### src/rtl/assert_macros.svh
// Assertion macros shared by the framer RTL.
`ifndef ASSERT_MACROS_SVH
`define ASSERT_MACROS_SVH
`ifndef SYNTHESIS
`define CPF_ASSERT(lbl, prop, msg) \
  lbl: assert property (@(posedge clk) disable iff (!rst_n) prop) else $error(msg);
`define CPF_ASSERT_NEVER(lbl, expr, msg) \
  lbl: assert property (@(posedge clk) disable iff (!rst_n) !(expr)) else $error(msg);
`else
`define CPF_ASSERT(lbl, prop, msg)
`define CPF_ASSERT_NEVER(lbl, expr, msg)
`endif
`endif

### src/rtl/cpf_pkg.sv
// Types, constants and the CRC byte update for the CRC-16 packet framer.
package cpf_pkg;

  localparam int MAX_PAYLOAD = 1024;
  localparam int LEN_W       = 11;
  localparam int CRC_W       = 16;

  localparam logic [7:0]       SOH_BYTE = 8'h01;
  localparam logic [CRC_W-1:0] CRC_POLY = 16'h1021;

  localparam logic CMD_OPEN = 1'b0;
  localparam logic CMD_DATA = 1'b1;

  localparam int QUEUE_DEPTH = 4;
  localparam int QPTR_W      = $clog2(QUEUE_DEPTH);
  localparam int QCNT_W      = $clog2(QUEUE_DEPTH + 1);

  localparam int STEP_W = 3;
  localparam logic [STEP_W-1:0] STEP_SOH     = 3'd0;
  localparam logic [STEP_W-1:0] STEP_LEN_HI  = 3'd1;
  localparam logic [STEP_W-1:0] STEP_LEN_LO  = 3'd2;
  localparam logic [STEP_W-1:0] STEP_BODY    = 3'd3;
  localparam logic [STEP_W-1:0] STEP_CRC_HI  = 3'd4;
  localparam logic [STEP_W-1:0] STEP_CRC_LO  = 3'd5;

  typedef struct packed {
    logic             hdr;
    logic [LEN_W-1:0] len;
    logic [7:0]       data;
    logic [CRC_W-1:0] crc;
    logic             crc_follow;
  } job_t;

  function automatic logic [CRC_W-1:0] crc_fold(input logic [CRC_W-1:0] crc_in,
                                                input logic [7:0] byte_in);
    logic [CRC_W-1:0] c;
    c = crc_in ^ {byte_in, 8'h00};
    for (int i = 0; i < 8; i++) begin
      if (c[CRC_W-1]) begin
        c = {c[CRC_W-2:0], 1'b0} ^ CRC_POLY;
      end else begin
        c = {c[CRC_W-2:0], 1'b0};
      end
    end
    return c;
  endfunction

endpackage

### src/rtl/cpf_front.sv
// Front end: classify input words, track the open frame and fold the CRC.
module cpf_front import cpf_pkg::*; (
  input  logic             clk,
  input  logic             rst_n,
  input  logic             accept,
  input  logic             command,
  input  logic [LEN_W-1:0] frame_length,
  input  logic [7:0]       data_byte,
  output logic             job_push,
  output job_t             job
);

  localparam logic [16:0]      MAX_CMP = 17'(MAX_PAYLOAD);
  localparam logic [LEN_W-1:0] MAX_LEN = LEN_W'(MAX_PAYLOAD);

  logic [LEN_W-1:0] remaining_r, remaining_nxt;
  logic [CRC_W-1:0] crc_r, crc_nxt;
  logic             open_r, open_nxt;

  logic [LEN_W-1:0] len_sat;
  logic [LEN_W-1:0] rem_dec;
  logic [CRC_W-1:0] crc_new;

  always_comb begin
    len_sat = ({6'd0, frame_length} > MAX_CMP) ? MAX_LEN : frame_length;
    rem_dec = remaining_r - LEN_W'(1);
    crc_new = crc_fold(crc_r, data_byte);

    remaining_nxt = remaining_r;
    crc_nxt       = crc_r;
    open_nxt      = open_r;
    job_push      = 1'b0;
    job.hdr        = (command == CMD_OPEN);
    job.len        = len_sat;
    job.data       = data_byte;
    job.crc        = '0;
    job.crc_follow = 1'b0;

    if (accept) begin
      case (command)
        CMD_OPEN: begin
          job_push       = 1'b1;
          job.crc_follow = (len_sat == '0);
          crc_nxt        = '0;
          remaining_nxt  = len_sat;
          open_nxt       = (len_sat != '0);
        end
        CMD_DATA: begin
          if (open_r) begin
            job_push       = 1'b1;
            job.crc        = crc_new;
            job.crc_follow = (rem_dec == '0);
            if (rem_dec == '0) begin
              crc_nxt       = '0;
              remaining_nxt = '0;
              open_nxt      = 1'b0;
            end else begin
              crc_nxt       = crc_new;
              remaining_nxt = rem_dec;
            end
          end
        end
        default: begin
          job_push = 1'b0;
        end
      endcase
    end
  end

  always_ff @(posedge clk) begin
    if (!rst_n) begin
      remaining_r <= '0;
      crc_r       <= '0;
      open_r      <= 1'b0;
    end else begin
      remaining_r <= remaining_nxt;
      crc_r       <= crc_nxt;
      open_r      <= open_nxt;
    end
  end

endmodule

### src/rtl/cpf_job_queue.sv
// Short job queue between the front and back ends.
module cpf_job_queue import cpf_pkg::*; (
  input  logic clk,
  input  logic rst_n,
  input  logic push,
  input  job_t wjob,
  output logic full,
  input  logic pop,
  output job_t rjob,
  output logic valid
);

  job_t              mem [QUEUE_DEPTH];
  logic [QPTR_W-1:0] wr_ptr_r, rd_ptr_r;
  logic [QCNT_W-1:0] count_r;
  logic              do_push, do_pop;

  assign full    = (count_r == QCNT_W'(QUEUE_DEPTH));
  assign valid   = (count_r != '0);
  assign do_push = push && !full;
  assign do_pop  = pop && valid;
  assign rjob    = mem[rd_ptr_r];

  always_ff @(posedge clk) begin
    if (do_push) begin
      mem[wr_ptr_r] <= wjob;
    end
  end

  always_ff @(posedge clk) begin
    if (!rst_n) begin
      wr_ptr_r <= '0;
      rd_ptr_r <= '0;
      count_r  <= '0;
    end else begin
      if (do_push) begin
        wr_ptr_r <= wr_ptr_r + QPTR_W'(1);
      end
      if (do_pop) begin
        rd_ptr_r <= rd_ptr_r + QPTR_W'(1);
      end
      if (do_push && !do_pop) begin
        count_r <= count_r + QCNT_W'(1);
      end else if (do_pop && !do_push) begin
        count_r <= count_r - QCNT_W'(1);
      end
    end
  end

endmodule

### src/rtl/cpf_back.sv
// Back end: expand jobs into line bytes and hold the output word.
module cpf_back import cpf_pkg::*; (
  input  logic       clk,
  input  logic       rst_n,
  input  logic       job_valid,
  input  job_t       job,
  output logic       job_pop,
  output logic       out_empty,
  input  logic       out_pop,
  output logic [7:0] out_tx_byte,
  output logic       out_end_of_frame,
  output logic       out_last_in_run
);

  logic              out_valid_r;
  logic [7:0]        tx_r;
  logic              eof_r, last_r;
  logic [STEP_W-1:0] step_r, step_nxt;

  logic [STEP_W-1:0] eff_step, last_step;
  logic              take, done;
  logic [7:0]        len_hi, len_lo, sel_byte;

  always_comb begin
    eff_step  = (!job.hdr && step_r == STEP_SOH) ? STEP_BODY : step_r;
    last_step = job.crc_follow ? STEP_CRC_LO : STEP_BODY;
    done      = (eff_step == last_step);
    take      = job_valid && (!out_valid_r || out_pop);
    job_pop   = take && done;
    len_hi    = {5'd0, job.len[LEN_W-1:8]};
    len_lo    = job.len[7:0];
    step_nxt  = done ? STEP_SOH : eff_step + STEP_W'(1);
    case (eff_step)
      STEP_SOH:    sel_byte = SOH_BYTE;
      STEP_LEN_HI: sel_byte = len_hi;
      STEP_LEN_LO: sel_byte = len_lo;
      STEP_BODY:   sel_byte = job.hdr ? (len_hi + len_lo) : job.data;
      STEP_CRC_HI: sel_byte = job.crc[15:8];
      STEP_CRC_LO: sel_byte = job.crc[7:0];
      default:     sel_byte = 8'h00;
    endcase
  end

  always_ff @(posedge clk) begin
    if (!rst_n) begin
      out_valid_r <= 1'b0;
      step_r      <= STEP_SOH;
    end else begin
      if (take) begin
        out_valid_r <= 1'b1;
        step_r      <= step_nxt;
      end else if (out_pop) begin
        out_valid_r <= 1'b0;
      end
    end
  end

  always_ff @(posedge clk) begin
    if (take) begin
      tx_r   <= sel_byte;
      eof_r  <= done && job.crc_follow;
      last_r <= done;
    end
  end

  assign out_empty        = !out_valid_r;
  assign out_tx_byte      = tx_r;
  assign out_end_of_frame = eof_r;
  assign out_last_in_run  = last_r;

endmodule

### src/rtl/crc16_packet_framer_unit.sv
// Top level of the CRC-16 packet framer.
// Push a start word to open a frame: it yields SOH, length high, length low
// and their 8-bit sum, plus CRC 0x0000 when the length is zero. Each data
// word yields its byte, and the last payload byte of a frame is followed by
// the CRC-16/XMODEM, high byte first. Data outside a frame is dropped. The
// front end takes one word per cycle while its four-entry job queue has room;
// the back end sends one byte per cycle while pop drains the output, so a data
// stream runs at one word per cycle and a header job yields four to six bytes.
`include "assert_macros.svh"
module crc16_packet_framer_unit import cpf_pkg::*; (
  input  logic             clk,
  input  logic             rst_n,
  input  logic             in_push,
  output logic             in_full,
  input  logic             in_command,
  input  logic [LEN_W-1:0] in_frame_length,
  input  logic [7:0]       in_data_byte,
  output logic             out_empty,
  input  logic             pop,
  output logic [7:0]       out_tx_byte,
  output logic             out_end_of_frame,
  output logic             out_last_in_run
);

  logic accept;
  logic q_push, q_full, q_pop, q_valid;
  job_t q_wjob, q_rjob;
  logic out_pop;

  assign in_full = q_full;
  assign accept  = in_push && !q_full;
  assign out_pop = pop && !out_empty;

  cpf_front u_front (
    .clk          (clk),
    .rst_n        (rst_n),
    .accept       (accept),
    .command      (in_command),
    .frame_length (in_frame_length),
    .data_byte    (in_data_byte),
    .job_push     (q_push),
    .job          (q_wjob)
  );

  cpf_job_queue u_queue (
    .clk   (clk),
    .rst_n (rst_n),
    .push  (q_push),
    .wjob  (q_wjob),
    .full  (q_full),
    .pop   (q_pop),
    .rjob  (q_rjob),
    .valid (q_valid)
  );

  cpf_back u_back (
    .clk              (clk),
    .rst_n            (rst_n),
    .job_valid        (q_valid),
    .job              (q_rjob),
    .job_pop          (q_pop),
    .out_empty        (out_empty),
    .out_pop          (out_pop),
    .out_tx_byte      (out_tx_byte),
    .out_end_of_frame (out_end_of_frame),
    .out_last_in_run  (out_last_in_run)
  );

  `CPF_ASSERT_NEVER(a_no_queue_overflow, q_push && q_full, "job pushed into full queue")
  `CPF_ASSERT(a_eof_is_last, (!out_empty && out_end_of_frame) |-> out_last_in_run, "eof not last")
  `CPF_ASSERT(a_empty_hdr_has_crc, (q_push && q_wjob.hdr) |-> (q_wjob.crc_follow == (q_wjob.len == '0)), "zero-length header crc mismatch")

endmodule
### config.mk
export PLATFORM = sky130hd
export DESIGN_NAME = crc16_packet_framer_unit
export DESIGN_NICKNAME = d
export VERILOG_FILES = /design/src/rtl/cpf_pkg.sv /design/src/rtl/cpf_front.sv /design/src/rtl/cpf_job_queue.sv /design/src/rtl/cpf_back.sv /design/src/rtl/crc16_packet_framer_unit.sv
export VERILOG_INCLUDE_DIRS = /design/src /design/src/rtl
export SDC_FILE = /design/constraint.sdc
export NUM_CORES = 1
export LEC_CHECK = 0
export BUFFER_PORTS_ARGS = -buffer_cell sky130_fd_sc_hd__buf_2
export CAP_MARGIN = 30
export CORE_MARGIN = 10
export CORE_UTILIZATION = 25
export DETAILED_ROUTE_END_ITERATION = 7
export RECOVER_POWER = 50
export SYNTH_ARGS = -nofsm -noshare
export SYNTH_HDL_FRONTEND = slang
export SYNTH_HIERARCHICAL = 1
export SYNTH_SLANG_ARGS = --single-unit
export TNS_END_PERCENT = 10
### constraint.sdc
create_clock -name clk -period 3.5 [get_ports clk]
set_input_delay 0.175 -clock clk [delete_from_list [all_inputs] [get_ports clk]]
set_output_delay 0.175 -clock clk [all_outputs]
set_load 0.005 [all_outputs]
==> summary.txt, run 1 <==
Setup path
  • CP Data Arrival Time: ~3.5 ns
  • CP Cell Sequence: mux4_2 > and4b_1 > a211oi_2 > nor2_1 > o31ai_1 > ha_1 > inv_1 > fa_1 > xor2_1 > or3_1 > a21boi_0
  • R2R Path End: u_queue/count_r[2]
  • Crit path max-delay cell type: mux4_2
  • CP endpoint kind: register
  • Largest fanout on the critical path: 5
  • Worst R2R Setup Slack: 0.39 ns
  • Kind of critical path: register to register
  • CP max stage delay: ~0.54 ns
  • Reg2Reg Depth: 11
  • WP data required: 3.85 ns
  • CP Launch Type: register

Hold path
  • Hold path startpoint: in_frame_length[5]
  • Tightest Hold Check Type: input port to register
  • Hold Path Sink: u_front/remaining_r[5]
  • Hold Path Stages: 3

GRT
  • Aggregate global-route resource usage: under 10%
  • First-pass GRT wire length: 30400 um
  • Initial antenna violation count: 3
  • Largest net degree at the start of global routing: 38
  • Vias in the first global route: between 5000 and 6000
  • Gr ovfl total: 0

Clock tree
  • Max Buffers Root-to-Sink: 2
  • Post-CTS setup buffer count: 0
  • CTS Sinks: between 150 and 200
  • Reg clk slew, reported paths: approximately 0.07 ns
  • Htree depth: 4
  • TritonCTS clock tree: done
  • Root buf cell: clkbuf_16
  • Clk_lat worst skew: ~0.43 ns
  • CTS Buf Count: 17

Detailed routing
  • Residual DRC: 0
  • Avg Vias per Cell: around 4.6
  • Initial drt markers: 484
  • Via count: 4996
  • DR pass1 iterations: 5
  • Post-DRT Antenna Nets: 0
  • Drt wl/cell: 17.7 um
  • Post-Route WL: 19300 um

Logic synthesis
  • Seq/Total Area, Yosys: 62.9%
  • Avg Cell Area, Syn: about 15 um2
  • Synth area leaders: edfxtp_1, dfxtp_1, mux4_2
  • Cell Area, Synth: 8850 um2
  • Register bit total from synthesis: just under 200
  • Mapped Cells: 582
  • Async set-reset flop share out of synthesis: 0%
  • Post-synth EDFFs: 158
  • Net Count, Synth: ~620
  • Main synth FF type: edfxtp_1
  • Post-synth top area cell: edfxtp_1
  • Post-synth top area share: around 54%
  • Cell variety after synth: 78
  • YS warnings: 6

Floorplan
  • Die area: between 40000 and 50000 um2
  • Die Wd: between 200 and 250 um
  • Starting density of the core: about a quarter
  • Core ar.: 34700 um2
  • Die height: approximately 210 um
  • Cell Rows: between 60 and 70
  • I/O pins: 36

Layout
  • Share of cells above drive strength 1: a little under a fifth
  • Post-layout net count: around 660
  • Most frequent cells in the layout: edfxtp_1, dfxtp_1, nor2_1, mux4_2, clkbuf_1
  • Most common cell after layout, fill and taps aside: edfxtp_1
  • Finished Layout Cells: between 1000 and 1500
  • Area added between synthesis and finish: 14.0%
  • Fillers: approximately 3500

Place
  • Placed cell count: roughly 1100
  • Port bufs: 35
  • HPWL Detailed: approximately 13000 um
  • Placer Congestion: 0.815

Power
  • Internal: 4.73 mW
  • Reg power frac: approximately 45%
  • Switching share of power: 30.1%
  • Power Dens Cells: around 670 nW/um2
  • Psw: a little over 2 mW
  • Overall power: 6.77 mW
  • Comb pwr share: roughly 26%
  • Clock power share: 29.1%
  • Max VDD drop: 0.274 mV
  • Leak: ~3.3 nW

Flow run
  • Max-capacitance violation count: 0

STA
  • Final setup vio count: 0
  • RSZ-0062 raised after global routing: false
  • Tmin final: just over 3 ns
  • Fin. Hold Viols: 0
  • Setup Skew: around 0.0099 ns
  • Setup TNS: 0 ns
  • Worst-Margin Slew: about 0.87 ns
  • Worst relative slew slack: a little over two fifths
  • Max-slew violations: 0
  • Period utilization: around nine tenths
  • Fmax: around 320 MHz

Run status
  • Status: complete, no violations
power by group through the flow:
stage                     registers (mW)  logic [mW]  clock network [mW]
after global placement              3.11        1.77                   0
final                               3.05        1.74                1.97
after global routing                3.09        1.92                2.11
after floorplan                     3.06        1.29                   0
after detailed placement            3.11        1.79                   0
after CTS                           3.06        1.80                2.02
synthesized netlist by cell type (5+ instances only):
library cell,instances
nor3_1,7
a21oi_1,11
nor2_1,37
buf_4,9
ha_1,14
nand3_1,10
nor2b_1,17
dfxtp_1,41
a221oi_1,7
o22ai_1,5
xor2_1,7
xnor2_1,24
nand2_1,20
o21ai_0,13
a22o_2,7
clkbuf_1,12
buf_2,5
nor4_1,5
and2_1,15
edfxtp_1,158
a22o_1,11
a31oi_1,6
inv_1,13
mux4_2,34
area by class of cell:
cell class | instances | area (um2) | share of cell area, %
flip-flops and latches | 199 | 5570 | 55.1
multi-input cells | 332 | 2970 | 29.4
well taps | 455 | 569 | 5.64
clock buffers | 19 | 453 | 4.49
repair buffers | 54 | 327 | 3.23
clock inverters | 13 | 145 | 1.44
inverters | 17 | 63.8 | 0.632
diodes | 1 | 2.50 | 0.0248
metrics by stage:
stage                     area, um2  util [%]  hold WS, ns  setup WS, ns
after global routing          10100      29.1       0.0814         0.178
after detailed placement       9510      27.4        0.441         0.475
after global placement         9510      27.4        0.435         0.572
after CTS                     10200      29.3     0.000679         0.458
final                         10100      29.1       0.0595         0.393
after floorplan                8850         -        0.293         0.417
how the worst max path moves through the flow:
stage                     startpoint            endpoint  slack (ns)  depth (start not counted)
final                       register  u_queue/count_r[2]        0.39                         11
after floorplan             register  u_queue/count_r[2]        0.42                         13
after global placement      register  u_queue/count_r[2]        0.57                         11
after global routing        register  u_queue/count_r[2]        0.18                         11
after CTS                   register  u_queue/count_r[2]        0.46                         11
after detailed placement    register  u_queue/count_r[2]        0.48                         11
metal layers:
| layer | GRT usage [%] | vias up | wire (um) |
|---|---|---|---|
| li1 | - | 2339 | - |
| met1 | 11.3 | 2506 | 8770 |
| met2 | 14.6 | 131 | 9270 |
| met3 | 2.22 | 16 | 997 |
| met4 | 2.99 | 4 | 228 |
| met5 | 0 | - | 21 |
worst max-delay path: cells and delay by family (launching register included):
family | cells | cell delay, ns
DFF | 1 | 0.39
and+or+nand+nor | 3 | 0.64
xor gates and xnor gates | 1 | 0.15
adders and majority gates | 2 | 0.62
buffers and inverters | 1 | 0.06
AOI/OAI and AO/OA | 3 | 0.63
muxes | 1 | 0.54
sequential cells by signal, summed over array words and instances (netlist names), named ones only:
register / count
u_queue/count_r: 3
u_back/out_tx_byte: 8
u_front/remaining_r: 11
u_back/out_valid_r: 1
u_back/step_r: 3
u_queue/mem: 148
u_front/crc_r: 16
u_queue/rd_ptr_r: 2
u_back/out_end_of_frame: 1
u_front/open_r: 1
u_queue/wr_ptr_r: 2
u_back/out_last_in_run: 1
kinds of logic after synthesis:
family | share of synthesized area [%]
AO/OA/AOI/OAI | 8.96
XOR/XNOR | 3.07
adder cells (fa/ha/maj) | 2.43
buffers and inverters | 3.52
flip-flops | 62.9
multiplexers | 10.5
AND/OR/NAND/NOR | 8.63
timing repair:
| action | CTS | global route |
|---|---|---|
| resized for setup | 0 | 0 |
| hold buffers | 5 | 0 |
| hold endpoints to repair | 14 | 0 |
Note: power is estimated with default switching activity, not from simulation.
==> run 2: changes to the inputs <==
Settings changed: CTS_BUF_LIST set to sky130_fd_sc_hd__clkbuf_16, CTS_CLUSTER_SIZE set to 30, GPL_ROUTABILITY_DRIVEN set to 0.
==> summary.txt, run 2 (synthesis gave the netlist of run 1 again) <==
Run status
  • Status: complete, no violations

Floorplan
  • Cell Rows: 68 (unchanged)
  • Starting density of the core: 25.5% (unchanged)
  • Core ar.: 34700 um2 (unchanged)
  • I/O pins: 36 (unchanged)
  • Die Wd: 208 um (unchanged)
  • Die height: 208 um (unchanged)
  • Die area: 43300 um2 (unchanged)

Layout
  • Most common cell after layout, fill and taps aside: edfxtp_1
  • Area added between synthesis and finish: 13.8%
  • Number of flip-flops in the largest register: 148 (unchanged)
  • Most frequent cells in the layout: edfxtp_1, dfxtp_1, nor2_1, mux4_2, clkbuf_1
  • Register with the most flip-flops: u_queue/mem
  • Share of cells above drive strength 1: 18.1% (-0.32 points)
  • Post-layout net count: 661 (unchanged)
  • Biggest regs: u_queue/mem (148), u_front/crc_r (16), u_front/remaining_r (11)
  • Fillers: 3488 (+0.057%)

Setup path
  • CP bufs+invs: 1 (unchanged)
  • CP Cell Sequence: mux4_2 > and4b_1 > a211oi_2 > nor2_1 > o31ai_1 > ha_1 > inv_1 > fa_1 > xor2_1 > or3_1 > a21boi_0
  • Crit path max-delay cell type: mux4_2
  • CP Data Arrival Time: 3.46 ns (about the same)
  • R2R Path End: u_queue/count_r[2]
  • Worst R2R Setup Slack: 0.39 ns (about the same)
  • Kind of critical path: register to register
  • Top delay family on crit path: simple AND/OR/NAND/NOR gates
  • CP max stage delay: 0.54 ns (about the same)
  • CP endpoint kind: register
  • Reg2Reg Depth: 11 (unchanged)
  • WP data required: 3.85 ns (about the same)
  • CP Launch Type: register
  • Largest fanout on the critical path: 5 (unchanged)

Flow run
  • Max-capacitance violation count: 0 (unchanged)

STA
  • Max-slew violations: 0 (unchanged)
  • Final setup vio count: 0 (unchanged)
  • RSZ-0062 raised after global routing: false
  • Tmin final: 3.11 ns (-0.000477 ns)
  • Fmax: 322 MHz (about the same)
  • Setup TNS: 0 ns (unchanged)
  • Final WS setup: 0.393 ns (+0.000477 ns)
  • Period utilization: 88.8% (about the same)
  • Fin. Hold Viols: 0 (unchanged)
  • Setup Skew: 0.00908 ns (-0.000781 ns)
  • Worst relative slew slack: 42.5% (+0.27 points)
  • Fin Hold WS: 0.0628 ns (+0.00330 ns)
  • Worst-Margin Slew: 0.861 ns (-0.00591 ns)

Hold path
  • Tightest Hold Check Type: input port to register
  • Hold Path Sink: u_front/remaining_r[5]
  • Hold Path Stages: 3 (unchanged)
  • Hold path startpoint: in_frame_length[5]

Power
  • Power Dens Cells: 666 nW/um2 (-0.56%)
  • Leak: 3.28 nW (-0.34%)
  • Overall power: 6.72 mW (-0.75%)
  • Max VDD drop: 0.273 mV (about the same)

Clock tree
  • Reg clk slew, reported paths: 0.07 ns (about the same)
  • Root buf cell: clkbuf_16
  • Clk_lat worst skew: 0.43 ns (about the same)
  • TritonCTS clock tree: done
  • CTS Sinks: 199 (unchanged)
  • Htree depth: 4 (unchanged)
  • CTS Buf Count: 17 (unchanged)
  • Post-CTS setup buffer count: 0 (unchanged)
  • Max Buffers Root-to-Sink: 2 (unchanged)

Detailed routing
  • Residual DRC: 0 (unchanged)
  • Drt wl/cell: 17.7 um (-0.13%)
  • Post-DRT Antenna Nets: 0 (unchanged)
  • Via count: 4999 (+0.060%)
  • Post-Route WL: 19300 um (-0.13%)
  • Initial drt markers: 461 (-4.8%)
  • Avg Vias per Cell: 4.59 (about the same)
  • DR pass1 iterations: 7 (+2)

GRT
  • Largest net degree at the start of global routing: 38 (unchanged)
  • Vias in the first global route: 5039 (unchanged)
  • Gr ovfl total: 0 (unchanged)
  • First-pass GRT wire length: 30400 um (unchanged)
  • Initial antenna violation count: 3 (unchanged)
  • Aggregate global-route resource usage: 8.93% (unchanged)

Place
  • Pre-CTS setup slack: 0.475 ns (unchanged)
  • Port bufs: 35 (unchanged)
  • HPWL Detailed: 12700 um (unchanged)
==> run 2: changes by cell type in the layout (fill, tap and decap cells not counted) <==
cell	previous run	this run
clkinv_1	3	5
clkbuf_8	2	0
==> run 2: metrics by stage <==
step,utilization (%),area [um2],cells
2_1_floorplan,-,8850,582
3_3_place_gp,27.4,9510,1052
3_5_place_dp,27.4,9510,1052
4_1_cts,29.2,10100,1089
5_1_grt,29.0,10100,1090
6_report,29.0,10100,1090
==> run 2: what timing repair did <==
| item | 4_1_cts | 5_1_grt |
|---|---|---|
| hold endpoints to repair | 14 | 0 |
| setup endpoints to repair | 0 | 0 |
| resized for setup | 0 | 0 |
| hold buffers | 5 | 0 |
==> run 2: power by group <==
part | internal (mW) | switching (mW) | total [mW] | leakage, nW
sequential | 2.91 | 0.145 | 3.05 | 1.81
combinational | 0.721 | 1.02 | 1.75 | 1.19
clock | 1.06 | 0.861 | 1.92 | 0.280
total | 4.69 | 2.03 | 6.72 | 3.28
==> run 2: area by class of cell <==
type                    count  area (um2)  share of cell area, %
flip-flops and latches    199        5570                   55.2
diodes                      1        2.50                 0.0248
well taps                 455         569                   5.65
repair buffers             54         327                   3.24
clock inverters            15         153                   1.51
clock buffers              17         425                   4.22
inverters                  17        63.8                  0.633
multi-input cells         332        2970                   29.5
==> run 2: worst min-delay path, delay by kind of cell <==
kind	cells	cell delay, ns
buf+inv	1	0.11
compound gates	1	0.08
simple gates	1	0.09
==> run 2: metal layers <==
layer	track usage [%]	vias up	routed length [um]
met5	0	-	21
met4	2.99	4	226
met3	2.22	18	959
met2	14.6	119	9270
met1	11.3	2519	8790
li1	-	2339	-
==> run 2: worst max path at each step <==
stage / startpoint / end / cells past startpoint
2_1_floorplan: register / u_queue/count_r[2] / 13
3_3_place_gp: register / u_queue/count_r[2] / 11
3_5_place_dp: register / u_queue/count_r[2] / 11
4_1_cts: register / u_queue/count_r[2] / 11
5_1_grt: register / u_queue/count_r[2] / 11
6_report: register / u_queue/count_r[2] / 11
==> run 3: changes to the inputs <==
Settings changed: CAP_MARGIN 30 to unset, CORE_MARGIN 10 to 2.
==> summary.txt, run 3 (synthesis gave the netlist of run 1 again) <==
Layout
  • Biggest regs: u_queue/mem (148), u_front/crc_r (16), u_front/remaining_r (11)
  • Number of flip-flops in the largest register: 148 (unchanged)
  • Register with the most flip-flops: u_queue/mem
  • Most frequent cells in the layout: edfxtp_1, dfxtp_1, nor2_1, mux4_2
  • Cell area after layout: 10100 um2 (about the same)
  • Area added between synthesis and finish: 13.9% (about the same)
  • Post-layout net count: 658 (-0.45%)
  • Share of cells above drive strength 1: 19.0% (+0.88 points)
  • Most common cell after layout, fill and taps aside: edfxtp_1

Floorplan
  • Die Wd: 192 um (-7.7%)
  • Die height: 192 um (-7.7%)
  • I/O pins: 36 (unchanged)
  • Die area: 36900 um2 (-15%)
  • Cell Rows: 68 (unchanged)
  • Starting density of the core: 25.5% (unchanged)
  • Core ar.: 34700 um2 (unchanged)

Clock tree
  • Root buf cell: clkbuf_16
  • Post-CTS setup buffer count: 0 (unchanged)
  • CTS Sinks: 199 (unchanged)
  • Reg clk slew, reported paths: 0.07 ns (about the same)
  • Cts repair resizes: 0 (unchanged)
  • CTS Buf Count: 17 (unchanged)
  • # hold bufs at CTS: 1 (-4)
  • Max Buffers Root-to-Sink: 2 (unchanged)
  • TritonCTS clock tree: done
  • Clk_lat worst skew: 0.43 ns (about the same)
  • Htree depth: 4 (unchanged)

STA
  • Setup TNS: 0 ns (unchanged)
  • Tmin final: 3.12 ns (+0.0161 ns)
  • Setup Skew: 0.0125 ns (+0.00337 ns)
  • Max-slew violations: 0 (unchanged)
  • Fmax: 320 MHz (-0.52%)
  • Worst-Margin Slew: 0.879 ns (+0.0183 ns)
  • Period utilization: 89.2% (+0.46 points)
  • Worst relative slew slack: 41.4% (-1.1 points)
  • Fin. Hold Viols: 0 (unchanged)
  • Final setup vio count: 0 (unchanged)
  • RSZ-0062 raised after global routing: false

Setup path
  • Worst R2R Setup Slack: 0.38 ns (-0.02 ns)
  • Kind of critical path: register to register
  • WP data required: 3.85 ns (about the same)
  • CP endpoint kind: register
  • CP max stage delay: 0.55 ns (about the same)
  • CP Cell Sequence: mux4_2 > and4b_1 > a211oi_2 > nor2_1 > o31ai_1 > ha_1 > inv_1 > fa_1 > xor2_1 > or3_1 > a21boi_0
  • CP Launch Type: register
  • CP bufs+invs: 1 (unchanged)
  • Top delay family on crit path: adder cells
  • Largest fanout on the critical path: 6 (+1)
  • Crit path max-delay cell type: mux4_2
  • CP Data Arrival Time: 3.47 ns (about the same)

Place
  • Port bufs: 35 (unchanged)
  • HPWL Detailed: 12700 um (+0.35%)
  • Post-placement cell area: 9520 um2 (about the same)

GRT
  • Gr ovfl total: 0 (unchanged)
  • Aggregate global-route resource usage: 10.6% (+1.6 points)
  • First-pass GRT wire length: 29200 um (-3.7%)
  • Initial antenna violation count: 2 (-1)
  • Vias in the first global route: 4988 (-1.0%)
  • Largest net degree at the start of global routing: 38 (unchanged)

Flow run
  • Max-capacitance violation count: 0 (unchanged)

Power
  • Reg power frac: 45.3% (-0.2 points)
  • Switching share of power: 29.6% (-0.64 points)
  • Psw: 2.00 mW (-1.3%)
  • Leak: 3.29 nW (+0.43%)
  • Clock power share: 29.2% (+0.7 points)
  • Internal: 4.77 mW (+1.7%)
  • Comb pwr share: 25.5% (-0.5 points)
  • Power Dens Cells: 671 nW/um2 (+0.72%)
  • Max VDD drop: 0.286 mV (+4.6%)

Detailed routing
  • DR pass1 iterations: 4 (-3)
  • Drt wl/cell: 17.2 um (-2.5%)
  • Via count: 4977 (-0.44%)
  • Initial drt markers: 449 (-2.6%)
  • Post-Route WL: 18700 um (-2.8%)
  • Residual DRC: 0 (unchanged)
  • Post-DRT Antenna Nets: 0 (unchanged)
  • Avg Vias per Cell: 4.58 (-0.17%)

Hold path
  • Tightest Hold Check Type: input port to register

Run status
  • Status: complete, no violations
-- run 3: final cells by class --
| type | count | area, um2 |
|---|---|---|
| fill | 3486 | 24600 |
| clock inverter | 15 | 176 |
| timing repair buffer | 51 | 308 |
| clock buffer | 17 | 425 |
| tap | 455 | 569 |
| inverter | 17 | 63.8 |
| antenna | 1 | 2.50 |
| multi-input combinational | 332 | 2970 |
| sequential | 199 | 5570 |
-- run 3: worst register-to-register path: stages (launching register included) --
cell and delay [ns]:
dfxtp_2 0.44, mux4_2 0.55, and4b_1 0.22, a211oi_2 0.31, nor2_1 0.10, o31ai_1 0.14
ha_1 0.26, inv_1 0.06, fa_1 0.37, xor2_1 0.15, or3_1 0.30, a21boi_0 0.16
-- run 3: final timing paths --
check | startpoint | to | cells after the start
max | register | u_queue/count_r[2] | 11
min | in_frame_length[7] | u_front/remaining_r[7] | 3
max reg2reg | register | u_queue/count_r[2] | 11
min reg2reg | u_queue/wr_ptr_r[1] | u_queue/wr_ptr_r[1] | 2
-- run 3: metrics by stage --
stage          power (mW)  hold slack (ns)  std cells  worst slack [ns]  utilization, %
5_1_grt              7.14           0.0336       1086             0.153            29.0
3_5_place_dp         4.89            0.450       1053             0.413            27.4
2_1_floorplan        4.36            0.293        582             0.417               -
3_3_place_gp         4.87            0.442       1053             0.486            27.4
6_report             6.77           0.0236       1087             0.377            29.1
4_1_cts              6.87          0.00351       1086             0.400            29.2
-- run 3: power groups by stage --
stage                     Sequential, mW  Clock (mW)  Combinational [mW]
final                               3.07        1.98                1.73
after global routing                3.10        2.13                1.91
after CTS                           3.07        2.03                1.77
after detailed placement            3.12           0                1.76
after global placement              3.12           0                1.75
after floorplan                     3.06           0                1.29
-- run 3: layer usage --
layer | track usage (%) | vias up | wire length, um
met5 | 0 | - | 11
met4 | 3.96 | 2 | 427
met3 | 2.83 | 23 | 946
met2 | 16.9 | 106 | 8860
met1 | 13.7 | 2510 | 8480
li1 | - | 2336 | -
